$ cat config.mk
export PLATFORM = sky130hd
export DESIGN_NAME = dht_queue
export DESIGN_NICKNAME = d
export VERILOG_FILES = /design/src/rtl/dht_pkg.sv /design/src/rtl/dht_queue.sv
export SDC_FILE = /design/constraint.sdc
export NUM_CORES = 1
export LEC_CHECK = 0
export CAP_MARGIN = 20
export CORE_ASPECT_RATIO = 2
export CORE_UTILIZATION = 30
export DETAILED_ROUTE_END_ITERATION = 10
export DONT_BUFFER_PORTS = 1
export SLEW_MARGIN = 20
export SYNTH_ARGS = -nofsm -noshare
export SYNTH_HDL_FRONTEND = slang
export SYNTH_SLANG_ARGS = --single-unit
$ cat constraint.sdc
create_clock -name clock -period 11.5 [get_ports clock]
set_input_delay 0.575 -clock clock [delete_from_list [all_inputs] [get_ports clock]]
set_output_delay 0.575 -clock clock [all_outputs]
set_load 0.005 [all_outputs]
$ cat src/rtl/dht_pkg.sv
// Package for the double hash table engine: request/response types, codes,
// hash constants and a MurmurHash3 rotate helper function.
// No dependencies.
`default_nettype none
package dht_pkg;

   localparam int DefTableSlots = 1031;
   localparam int DefValueBits  = 64;
   localparam int KeyBits       = 64;
   localparam int LiveBits      = 11;

   localparam logic [31:0] Seed = 32'h811c9dc5;
   localparam logic [31:0] C1   = 32'hcc9e2d51;
   localparam logic [31:0] C2   = 32'h1b873593;
   localparam logic [31:0] Nadd = 32'he6546b64;
   localparam logic [31:0] F1   = 32'h85ebca6b;
   localparam logic [31:0] F2   = 32'hc2b2ae35;

   typedef enum logic [1:0] {
      FUNC_PUT    = 2'd0,
      FUNC_REMOVE = 2'd1,
      FUNC_LOOKUP = 2'd2,
      FUNC_NONE   = 2'd3
   } func_type;

   typedef enum logic [2:0] {
      ST_INSERTED  = 3'd0,
      ST_UPDATED   = 3'd1,
      ST_REMOVED   = 3'd2,
      ST_FOUND     = 3'd3,
      ST_NOT_FOUND = 3'd4,
      ST_FULL      = 3'd5
   } status_type;

   typedef enum logic [1:0] {
      MARK_EMPTY = 2'd0,
      MARK_LIVE  = 2'd1,
      MARK_DEAD  = 2'd2
   } mark_type;

   typedef struct packed {
      logic [1:0]  func;
      logic [63:0] key;
      logic [63:0] value;
   } req_type;

   typedef struct packed {
      logic [2:0]  status;
      logic [63:0] value_out;
      logic [10:0] live_entries;
   } rsp_type;

   // Item passed from the front (hash) to the back (probe) through the queue.
   typedef struct packed {
      logic [1:0]  func;
      logic [63:0] key;
      logic [63:0] value;
      logic [63:0] kmask;
      logic [31:0] hash;
   } job_type;

   function automatic logic [31:0] rotl32(input logic [31:0] x, input int r);
      rotl32 = (x << r) | (x >> (32 - r));
   endfunction

endpackage
`default_nettype wire

$ cat src/rtl/dht_queue.sv
// Two-entry queue between the hash front end and the probe back end.
// Depends on dht_pkg.
`default_nettype none
module dht_queue (
   input  wire logic             clock,
   input  wire logic             reset,
   input  wire logic             push,
   input  wire dht_pkg::job_type push_data,
   output logic                  full,
   input  wire logic             pop,
   output logic                  not_empty,
   output dht_pkg::job_type      head
);
   import dht_pkg::*;

   job_type    q_ff [2];
   logic       wp_ff, rp_ff;
   logic [1:0] cnt_ff;

   assign full      = cnt_ff == 2'd2;
   assign not_empty = cnt_ff != 2'd0;
   assign head      = q_ff[rp_ff];

   always_ff @(posedge clock) begin
      if (push) q_ff[wp_ff] <= push_data;
      if (reset) begin
         wp_ff  <= 1'b0;
         rp_ff  <= 1'b0;
         cnt_ff <= 2'd0;
      end else begin
         if (push) wp_ff <= ~wp_ff;
         if (pop)  rp_ff <= ~rp_ff;
         cnt_ff <= cnt_ff + {1'b0, push} - {1'b0, pop};
      end
   end
endmodule
`default_nettype wire

### After elaboration in Yosys (flattened, before gate mapping)

Memories as Yosys holds them, arrays and structs flattened. A register that Yosys moved wholly into a read port is not among the register bits.
Cells that the tools add are included.
Widths: inputs -> output; s select.

* memories: 1
* bits in writable memories: 452
* bits in registers: 4
* word-level logic and storage cells: 14
* output and inout port bits: 228

* eq/ne operators: 1
* muxes and demuxes: 4
* add/subtract/negate cells: 2
* bitwise gates (word level): 2
* reductions and logical operators: 1

Memories
* q_ff: depth 2, bits a word 226, rd ports 1, clocked after memory_dff 1, wr ports 1, line dht_queue.sv:16 `job_type q_ff [2];`

Operator list (count)
* $mux 1: 4
* $add 2x1->2: 1
* $eq 2x2->1 const B: 1
* $not 1->1: 2
* $reduce_bool 2->1: 1
* $sub 2x1->2: 1

### Longest topological paths before layout

* depth after elaboration: 3
* gate-level depth with buffers: 6
* mapped depth without buffers: 6

### Worst setup path after synthesis

Ideal clock, no wire load.

* path type: input to register
* start: input port push
* end: memory q_ff[0][0] (netlist name), enable pin
* data required time: 10.656 ns
* setup slack: 0.347 ns
* data arrival time: 10.309 ns
* stages on the path: 1
* buffers on the path: 0
* setup time: 0.844 ns
* cell sequence: nor2b_1

* cells in the longest elaborated chain, start to end: 2

RTL lines
* start, declared: line dht_queue.sv:7 `input wire logic push,`
* $mux 1: line dht_queue.sv:25 `if (push) q_ff[wp_ff] <= push_data;`
* $mux 1 (not written as such): line dht_queue.sv:25
* end, declared: line dht_queue.sv:16

No other way between the ends.

==> key figures <==
Synth
  – Mapped Cells: 724
  – Top-count cell post-synth: edfxtp_1
  – Dominant synthesized flop cell: edfxtp_1
  – Yosys reg bits: 457
  – Ys async rst share: 0%
  – Synth Cell Area: 17100 sq um
  – Synth area leader: edfxtp_1
  – Post-synthesis sequential area ratio: 80.0%
  – Commonest cells in the netlist: edfxtp_1 (452), mux2_4 (140), mux2_2 (86)
  – Mapped Nets: 956
  – Synth cell types: 14
  – Post-synth EDFFs: 452
  – Yosys top cell area share: 79.4%
  – Mean post-synth cell area: 23.6 sq um
  – Top post-synthesis cells by area: edfxtp_1 (79%), mux2_4 (12%), mux2_2 (5.7%)
  – Ys Warns: 0

Drt
  – DR iter-0 viols: 335
  – Final wirelength: 33500 um
  – Via/cell ratio: 4.38
  – WL/cell: 21.8 um
  – Pre-antenna DRT Iters: 4
  – DRC: 0
  – Overall via count from detail_route: 6715
  – DRT antenna net count: 0

Floorplanning
  – Initial core utilization: 30.3%
  – Io pins: 458
  – Core area: 56300 sq um
  – Die Width: 171 um
  – Cell Rows: 123
  – Vert. Die Dim: 340 um
  – Die area: 58000 sq um

Clock network
  – Cts hold-fix bufs: 0
  – H-tree levels: 2
  – Clock Latency Late Sink: 540 ps
  – Clk root buf: clkbuf_16
  – CTS Sinks: 457
  – CTS Buffer Depth: 3
  – Postcts setup bufs: 0
  – Total CTS buffers: 41
  – Reg clk slew, reported paths: 60 ps
  – CTS tree: yes
  – Post-CTS sizing: 0

Global routing
  – Initial antenna violation count: 9
  – Largest net degree at the start of global routing: 123
  – Global-route wire length before repair: 45900 um
  – Vias in the first global route: 7172
  – Gr usage total: 11.0%
  – Gr ovfl total: 0

Critical path
  – CP Data Arrival Time: 2930 ps
  – Setup crit start kind: flop
  – Crit Path Category: flop to output port
  – Crit end category: output port
  – Data required, critical path: 10930 ps
  – CP max FO: 122

Power and ir drop
  – Peak supply drop: 0.000139 V
  – Final Power: 3670 uW
  – Leak: 0.00645 uW
  – PwrDens: 190 nW/um^2

STA
  – Highest Clock Rate: 0.286 GHz
  – Clock Skew: 10.1 ps
  – Relative slew slack: 23.2%
  – RSZ-0062 raised after global routing: false
  – Final setup violating endpoints: 0
  – Worst slew pin tran: 1150 ps
  – Total Neg Setup Slack: 0 ps
  – Max Slew Vio Count: 0
  – Final Hold Fails: 0
  – Crit share post-route: 30.4%
  – Final min period: 3500 ps

Cells and area
  – Nets@finish: 983
  – Share of cells above drive strength 1: 38.8%
  – Fillers: 5307
  – Area grow syn2layout: 12.9%
  – Antenna fix cells: 0

Place
  – PortBufs: 0
  – Post-DP HPWL: 23300 um
  – Global placer's final weighted congestion: 0.764

Run
  – Maxcap violations: 0

Worst hold path
  – Hold Path Class: input pin to flop

Outcome
  – Status: finished, final reports clean
per-stage QoR:
step                      util [%]  hold WS, ps  setup slack [ps]  cells  instance area (sq um)
final                         34.3         94.4              8000   1534                  19300
after global routing          34.3         56.4              7880   1534                  19300
after CTS                     34.3         48.1              7970   1534                  19300
after detailed placement      31.8          516              8450   1458                  17900
after global placement        31.8          508              8490   1458                  17900
after floorplan                  -          480               347    724                  17100
critical path: stages (launching register included):
cell	delay, ps
dfxtp_4	1000
buf_12	430
mux2_2	450
power breakdown:
group,internal [uW],leakage [uW],switching [uW],total (uW)
Combinational,135,0.00149,143,278
Clock,822,0.000681,591,1410
Sequential,1950,0.00428,32.8,1980
logic make-up (layout without fill, tap and decap cells):
group	after synthesis	in the layout	synth area share, %
adders and majority gates	2	2	0.146
and+or+nand+nor	9	9	0.271
xor gates and xnor gates	3	3	0.234
DFF	457	457	80.0
muxes	226	226	18.0
buffers and inverters	27	87	1.40
per-layer routing:
layer	share of wire, %	track usage [%]
met1	27	8.06
met2	56	21.5
met3	13	5.98
met4	3.9	5.65
met5	0.36	0
state kept, by name, indices dropped and copies added, names as in the netlist, named ones only:
signal and flops:
q_ff 452, cnt_ff 2, rp_ff 1, wp_ff 1
final cells by class:
type / instances / area [sq um] / share of cell area (%)
clock buffer: 47 / 1090 / 5.65
clock inverter: 29 / 314 / 1.63
inverter: 2 / 7.51 / 0.0389
multi-input combinational: 240 / 3190 / 16.5
sequential: 457 / 13700 / 70.9
tap: 750 / 938 / 4.86
timing repair buffer: 9 / 80.1 / 0.415
layout by cell type (no fill, tap or decap):
master | netlist | final
and2_4 | 0 | 1
clkinv_4 | 0 | 1
clkinv_2 | 0 | 8
dfxtp_4 | 0 | 1
xnor2_1 | 2 | 2
nor2b_4 | 0 | 1
buf_12 | 0 | 1
edfxtp_1 | 452 | 452
inv_1 | 2 | 2
clkbuf_16 | 0 | 43
inv_8 | 0 | 1
or2_2 | 1 | 1
buf_4 | 0 | 8
nor2b_1 | 3 | 2
clkbuf_1 | 0 | 4
ha_1 | 2 | 2
mux2_4 | 140 | 140
mux2_2 | 86 | 86
xnor3_1 | 1 | 1
bufinv_16 | 0 | 6
dfxtp_1 | 5 | 4
clkinvlp_4 | 0 | 4
inv_6 | 0 | 2
clkinv_1 | 0 | 7
nor2_1 | 4 | 4
final timing paths:
check / from / end / slack, ps / cells past startpoint
min: reset / flop / 90 / 1
min reg2reg: rp_ff / rp_ff / 530 / 2
max: flop / head[39] / 8000 / 2
max reg2reg: wp_ff / q_ff[1][39] / 8610 / 3
(Power assumes the default switching activity.)
