**src/rtl/dht_pkg.sv**
```systemverilog
// Package for the double hash table engine: request/response types, codes,
// hash constants and a MurmurHash3 rotate helper function.
// No dependencies.
`default_nettype none
package dht_pkg;

   localparam int DefTableSlots = 1031;
   localparam int DefValueBits  = 64;
   localparam int KeyBits       = 64;
   localparam int LiveBits      = 11;

   localparam logic [31:0] Seed = 32'h811c9dc5;
   localparam logic [31:0] C1   = 32'hcc9e2d51;
   localparam logic [31:0] C2   = 32'h1b873593;
   localparam logic [31:0] Nadd = 32'he6546b64;
   localparam logic [31:0] F1   = 32'h85ebca6b;
   localparam logic [31:0] F2   = 32'hc2b2ae35;

   typedef enum logic [1:0] {
      FUNC_PUT    = 2'd0,
      FUNC_REMOVE = 2'd1,
      FUNC_LOOKUP = 2'd2,
      FUNC_NONE   = 2'd3
   } func_type;

   typedef enum logic [2:0] {
      ST_INSERTED  = 3'd0,
      ST_UPDATED   = 3'd1,
      ST_REMOVED   = 3'd2,
      ST_FOUND     = 3'd3,
      ST_NOT_FOUND = 3'd4,
      ST_FULL      = 3'd5
   } status_type;

   typedef enum logic [1:0] {
      MARK_EMPTY = 2'd0,
      MARK_LIVE  = 2'd1,
      MARK_DEAD  = 2'd2
   } mark_type;

   typedef struct packed {
      logic [1:0]  func;
      logic [63:0] key;
      logic [63:0] value;
   } req_type;

   typedef struct packed {
      logic [2:0]  status;
      logic [63:0] value_out;
      logic [10:0] live_entries;
   } rsp_type;

   // Item passed from the front (hash) to the back (probe) through the queue.
   typedef struct packed {
      logic [1:0]  func;
      logic [63:0] key;
      logic [63:0] value;
      logic [63:0] kmask;
      logic [31:0] hash;
   } job_type;

   function automatic logic [31:0] rotl32(input logic [31:0] x, input int r);
      rotl32 = (x << r) | (x >> (32 - r));
   endfunction

endpackage
`default_nettype wire

```
**src/rtl/dht_front.sv**
```systemverilog
// Front end: takes requests, masks the key and computes MurmurHash3 (one
// multiply per cycle). Depends on dht_pkg.
`default_nettype none
module dht_front (
   input  wire logic             clock,
   input  wire logic             reset,
   input  wire logic             start,
   output logic                  busy,
   input  wire dht_pkg::req_type req_data,
   input  wire logic [3:0]       key_bytes,
   output logic                  job_valid,
   output dht_pkg::job_type      job_data,
   input  wire logic             job_ready
);
   import dht_pkg::*;

   typedef enum logic [2:0] {
      S_IDLE, S_KA, S_KB, S_MIX, S_FA, S_FB, S_FC, S_OUT
   } state_type;

   state_type   state_ff;
   logic [1:0]  func_ff;
   logic [63:0] key_ff, value_ff, kmask_ff;
   logic [31:0] h_ff, k_ff;
   logic [3:0]  len_ff;
   logic        blk_ff;   // 0: first word, 1: second word
   logic        tail_ff;  // current word is the tail block
   logic [3:0]  len_c;
   logic [63:0] kmask_c;
   logic [31:0] h_mix, word_c, k_rot, h_fin;

   always_comb begin
      len_c = key_bytes;
      if (len_c == 4'd0) len_c = 4'd1;
      if (len_c > 4'd8)  len_c = 4'd8;
      kmask_c = ~64'd0 >> (7'd64 - {len_c, 3'b000});
   end

   assign word_c = blk_ff ? key_ff[63:32] : key_ff[31:0];
   assign k_rot  = rotl32(k_ff, 15);
   assign h_mix  = h_ff ^ k_ff;
   assign h_fin  = h_ff ^ {28'd0, len_ff};

   assign busy      = state_ff != S_IDLE;
   assign job_valid = state_ff == S_OUT;
   assign job_data  = '{func: func_ff, key: key_ff, value: value_ff,
                        kmask: kmask_ff, hash: h_ff};

   always_ff @(posedge clock) begin
      if (reset) begin
         state_ff <= S_IDLE;
      end else begin
         unique case (state_ff)
            S_IDLE: begin
               if (start) begin
                  func_ff  <= req_data.func;
                  key_ff   <= req_data.key & kmask_c;
                  value_ff <= req_data.value;
                  kmask_ff <= kmask_c;
                  len_ff   <= len_c;
                  h_ff     <= Seed;
                  blk_ff   <= 1'b0;
                  tail_ff  <= len_c < 4'd4;
                  state_ff <= S_KA;
               end
            end
            S_KA: begin
               k_ff     <= word_c * C1;
               state_ff <= S_KB;
            end
            S_KB: begin
               k_ff     <= k_rot * C2;
               state_ff <= S_MIX;
            end
            S_MIX: begin
               if (tail_ff) begin
                  h_ff     <= h_mix;
                  state_ff <= S_FA;
               end else begin
                  h_ff <= rotl32(h_mix, 13) * 32'd5 + Nadd;
                  // next word: second block or tail, if any bytes remain
                  if (!blk_ff && len_ff > 4'd4) begin
                     blk_ff   <= 1'b1;
                     tail_ff  <= len_ff < 4'd8;
                     state_ff <= S_KA;
                  end else begin
                     state_ff <= S_FA;
                  end
               end
            end
            S_FA: begin
               h_ff     <= (h_fin ^ (h_fin >> 16)) * F1;
               state_ff <= S_FB;
            end
            S_FB: begin
               k_ff     <= (h_ff ^ (h_ff >> 13)) * F2;
               state_ff <= S_FC;
            end
            S_FC: begin
               h_ff     <= k_ff ^ (k_ff >> 16);
               state_ff <= S_OUT;
            end
            S_OUT: begin
               if (job_ready) state_ff <= S_IDLE;
            end
            default: state_ff <= S_IDLE;
         endcase
      end
   end
endmodule
`default_nettype wire

```
**config.mk**
```make
export PLATFORM = sky130hd
export DESIGN_NAME = dht_front
export DESIGN_NICKNAME = d
export VERILOG_FILES = /design/src/rtl/dht_pkg.sv /design/src/rtl/dht_front.sv
export SDC_FILE = /design/constraint.sdc
export NUM_CORES = 2
export LEC_CHECK = 0
export CAP_MARGIN = 10
export CORE_MARGIN = 1.5
export CORE_UTILIZATION = 60
export CTS_CLUSTER_SIZE = 25
export DETAILED_ROUTE_END_ITERATION = 6
export DONT_BUFFER_PORTS = 1
export GPL_ROUTABILITY_DRIVEN = 0
export PLACE_DENSITY = 0.76
export SLEW_MARGIN = 20
export SYNTH_ARGS = -nofsm -noshare
export SYNTH_HDL_FRONTEND = slang
export SYNTH_SLANG_ARGS = --single-unit
```
**constraint.sdc**
```tcl
create_clock -name clock -period 28.2 [get_ports clock]
set_clock_uncertainty 0.1 [all_clocks]
set_input_delay 5.64 -clock clock [delete_from_list [all_inputs] [get_ports clock]]
set_output_delay 5.64 -clock clock [all_outputs]
set_load 0.02 [all_outputs]
```
; Yosys cells after proc, flatten, opt, wreduce, memory -nomap -nowiden
; Index checks and enable logic that the tools add are counted.
[op_classes]
add_sub_neg = 2
n_mul = 5
magnitude_cmp = 4
eq_ne = 11
shift = 1
n_mux = 20
n_bitwise = 9
reduce_logical = 14
[ops]
columns = op, count
row1 = $pmux W32 S4, 1
row2 = $mux W32, 3
row3 = $pmux W32 S3, 1
row4 = $and A64 B64 Y64, 1
row5 = $mul A32 B31 Y32 const B, 2
row6 = $shr A64 B7 Y64 const A, 1
row7 = $xor A32 B16 Y32, 2
row8 = $add A32 B32 Y32 const B, 1
row9 = $mul A32 B29 Y32 const B, 1
row10 = $mul A32 B3 Y32 const B, 1
row11 = $mul A32 B32 Y32 const B, 1
row12 = $or A32 B13 Y32, 1
row13 = $or A32 B15 Y32, 1
row14 = $xor A32 B19 Y32, 1
row15 = $xor A32 B32 Y32, 1
row16 = $xor A32 B4 Y32, 1
row17 = $pmux W3 S8, 1
row18 = $eq A3 B3 Y1 const B, 4
row19 = $mux W3, 4
row20 = $reduce_and A3 Y1, 3
row21 = $mux W4, 2
row22 = $sub A7 B7 Y7 const A, 1
row23 = $eq A3 B2 Y1 const B, 2
row24 = $mux W1, 6
row25 = other kinds (18), 23
[word_totals]
regBits = 267
in_bits = 138
elab_cells = 76

; Depth between registers and ports, before layout
[depth]
ltp_word = 7
mapped_depth = 29
mapped_depth_nobuf = 26

; Worst setup path before layout
; Ideal clock, no wire load.
[synth_timing]
path_type = in2reg
start = in start
end = reg func_ff[0], enable pin
arrival_ns = 18.982
required_ns = 27.113
path_slack_ns = 8.131
stages = 2
path_cell_list = nand2_1 > nor4_1
[synth_between]
elab_chain_len = 1
[synth_lines]
columns = item, line_no
row1 = "start, declared", dht_front.sv:7  ; input wire logic start,
row2 = $reduce_and A3 Y1 (no line), --
row3 = "end signal, assigned", dht_front.sv:56  ; func_ff <= req_data.func;
row4 = "end, declared", dht_front.sv:22  ; logic [1:0] func_ff;
; Every way passes these cells.
; A chain may end at the register's enable or synchronous reset.

; Final worst setup path
[layout_timing]
start = reg h_ff[7]
end = reg k_ff[30], data pin
[layout_between]
elab_chain_len = 3
[layout_lines]
columns = item, line_no
row1 = "start, declared", dht_front.sv:24  ; logic [31:0] h_ff, k_ff;
row2 = "start signal, assigned", dht_front.sv:77  ; h_ff <= h_mix;
row3 = "start signal, assigned", dht_front.sv:80  ; h_ff <= rotl32(h_mix, 13) * 32'd5 + Nadd;
row4 = "start signal, assigned", dht_front.sv:92  ; h_ff <= (h_fin ^ (h_fin >> 16)) * F1;
row5 = $xor A32 B19 Y32, dht_front.sv:96  ; k_ff <= (h_ff ^ (h_ff >> 13)) * F2;
row6 = $mul A32 B31 Y32, dht_front.sv:96
row7 = $pmux W32 S3, dht_front.sv:53  ; unique case (state_ff)
row8 = "end signal, assigned", dht_front.sv:68  ; k_ff <= word_c * C1;
row9 = "end signal, assigned", dht_front.sv:72  ; k_ff <= k_rot * C2;
row10 = "end signal, assigned", dht_front.sv:96
row11 = "end, declared", dht_front.sv:24
; Every way passes these cells.

==> results.txt <==
outcome = finished, final reports clean
initial DRC count = 2487
Synth Instances = 4417
synth top area cells = fa_1, ha_1, edfxtp_1
Slew HR = 28.4%
via count = 31000
die width = 278 um
delay-heaviest family, CP = adder cells
slowest CP cell = xor2_1
final period utilization = 30.9%
postcts setup bufs = 0
Min-Delay Path Depth = 2
fin. max-slew vios = 0
most frequent cells in the layout = inv_1, ha_1, fa_1, xnor2_1, edfxtp_1
synth warn = 0
hold slack = 0.599 ns
input/output buffers = 0
largest fanout on the critical path = 6
r2r setup slk = 19.48 ns
worst slew pin tran = 1.07 ns
critical path's largest stage delay = 0.69 ns
Period minus WS final = 8.72 ns
Unique masters post-synth = 82
DR WL/cell = 22.9 um
Max Fclk = 115 MHz
Filler Cells Inserted = 5933
ant diodes = 0
commonest non-fill, non-tap cell in the layout = inv_1
footprint of the multi-input gates = 33600 um^2
first-pass GRT wire length = 190000 um
CP Class = flip-flop to flip-flop
Critical Path Start = h_ff[7]
Num CTS Buffers = 23
Total GRT Usage = 32.5%
Detailed Route WL = 123000 um
Post-Synthesis Mean Instance Area = 10.2 um^2
P&R area growth vs syn = 3.93%
remaining global-route overflow = 0
die area = 77100 um^2
arrival time worst endpoint = 8.91 ns
Net Count, Synth = 6098
setup TNS = 0 ns
CTS Buffer Depth = 3
Rows = 100
vias in the first global route = 33200
Die Y = 278 um
Sequential Area = 6280 um^2
H-tree levels = 1
core region area = 74600 um^2
Worst Reg-to-Reg Cells = 26
CP Launch Type = flip-flop
CP most frequent cell = fa_1
Hold Path Origin = state_ff[2]
RSZ-0062 raised after global routing = false
Ports = 366
top-area cell type share of the netlist area = 32.7%
TritonCTS Sinks = 210
DRT Pass-1 Iters = 6
Req. time, crit path = 28.38 ns
post-synth top area cell = fa_1
Seq/Total Area, Yosys = 13.9%
Post-synth top flop = edfxtp_1
nets@finish = 6067
CTS tree = yes
DRC Markers = 0
R2R Path End = k_ff[30]
Vias/cell = 5.77
# setup viols final = 0
Post-synth ARST share = 0%
Hold-fix buffers, CTS = 0
EDFF count, synth = 207
R2R Path Start = h_ff[7]
clock root cell = clkbuf_16
final hold vios = 0
element type at the critical path end = flip-flop
largest net degree at the start of global routing = 80
buffers and inverters on the worst path = 7
#FFs+latches synth = 210
Min-Delay Path Class = flip-flop to flip-flop
maxcap violations = 0
worst-skew pair later-pin latency = 0.57 ns
share of layout cells above drive strength 1 = 3.16%
Synth Cell Area = 45300 um^2
dpl hpwl = 104000 um
Initial Util = 60.7%
Worst Hold Path EP = state_ff[2]
Resized Gates After CTS = 0
clk slew on worst S/H paths = 0.08 ns
initial antenna violation count = 1
Detail Route Antenna Nets = 0
worst max path at each step:
stage,slack [ns],to,depth (start not counted)
final,19.48,k_ff[30],26
after global routing,19.15,k_ff[28],26
after CTS,19.56,k_ff[30],26
after detailed placement,19.56,k_ff[30],26
after global placement,19.86,k_ff[26],26
after floorplan,8.13,func_ff[0],2
metal layers:
layer | share of wire [%] | vias to the layer above | GRT usage, % | wire length [um]
met5 | 0.011 | - | 0 | 13
met4 | 5.4 | 2 | 13.9 | 6600
met3 | 11 | 341 | 7.54 | 12900
met2 | 46 | 1526 | 52.8 | 56400
met1 | 38 | 15300 | 41.9 | 46800
li1 | - | 13800 | - | -
Yosys cell counts (12+ instances only):
cell type  number
nor3_1         26
and2_1         49
o21ai_0        84
edfxtp_1      207
mux2_2         23
ha_1          803
o31ai_1        12
a21o_1         38
o21bai_1       15
o22ai_1        14
a211oi_1       16
and3_1         19
clkbuf_1       44
nor2_1        117
nand2_1        98
xnor2_1       209
o21a_1         29
buf_4          57
fa_1          740
inv_1        1266
a22oi_1        25
mux2i_1        18
xor2_1        118
a21oi_1       129
nor2b_1        34
o211ai_1       14
nand2b_1       19
nand3_1        35
nand4_1        15
kinds of logic (layout without fill, tap and decap cells):
family | after synthesis | after routing | synth area share [%]
xor+xnor | 329 | 329 | 6.43
mux | 42 | 42 | 1.02
flops | 210 | 210 | 13.9
buf+inv | 1376 | 1359 | 11.9
compound gates | 468 | 468 | 6.94
simple gates | 448 | 448 | 4.92
fa+ha+maj | 1543 | 1543 | 54.9
other cells | 1 | 1 | 0.00828
final cells by class:
cell class / instances / share of cell area [%]
multi-input combinational: 2831 / 71.5
sequential: 210 / 13.3
timing repair buffer: 51 / 0.936
clock inverter: 13 / 0.295
clock buffer: 26 / 1.25
tap: 969 / 2.58
inverter: 1269 / 10.1
metrics by stage:
step | utilization, % | instance area, um^2 | setup slack (ns) | instances
floorplan | - | 45300 | 8.13 | 4417
global placement | 62.1 | 46300 | 19.86 | 5329
detailed placement | 62.1 | 46300 | 19.56 | 5329
CTS | 63.0 | 47000 | 19.56 | 5368
global route | 63.1 | 47000 | 19.15 | 5369
finish | 63.1 | 47000 | 19.48 | 5369
tightest hold or removal path, stage by stage, from the launching register on:
cell,delay (ns)
dfxtp_1,0.42
a21oi_1,0.18
nor2_1,0.05
registers in the layout (all words and copies together), names as in the netlist:
name      cells
h_ff         32
state_ff      3
blk_ff        1
kmask_ff      8
tail_ff       1
value_ff     64
key_ff       64
len_ff        3
k_ff         32
func_ff       2
Power is not shown: default switching activity piles up to over one toggle a cycle in this logic, so the estimate is an artifact.
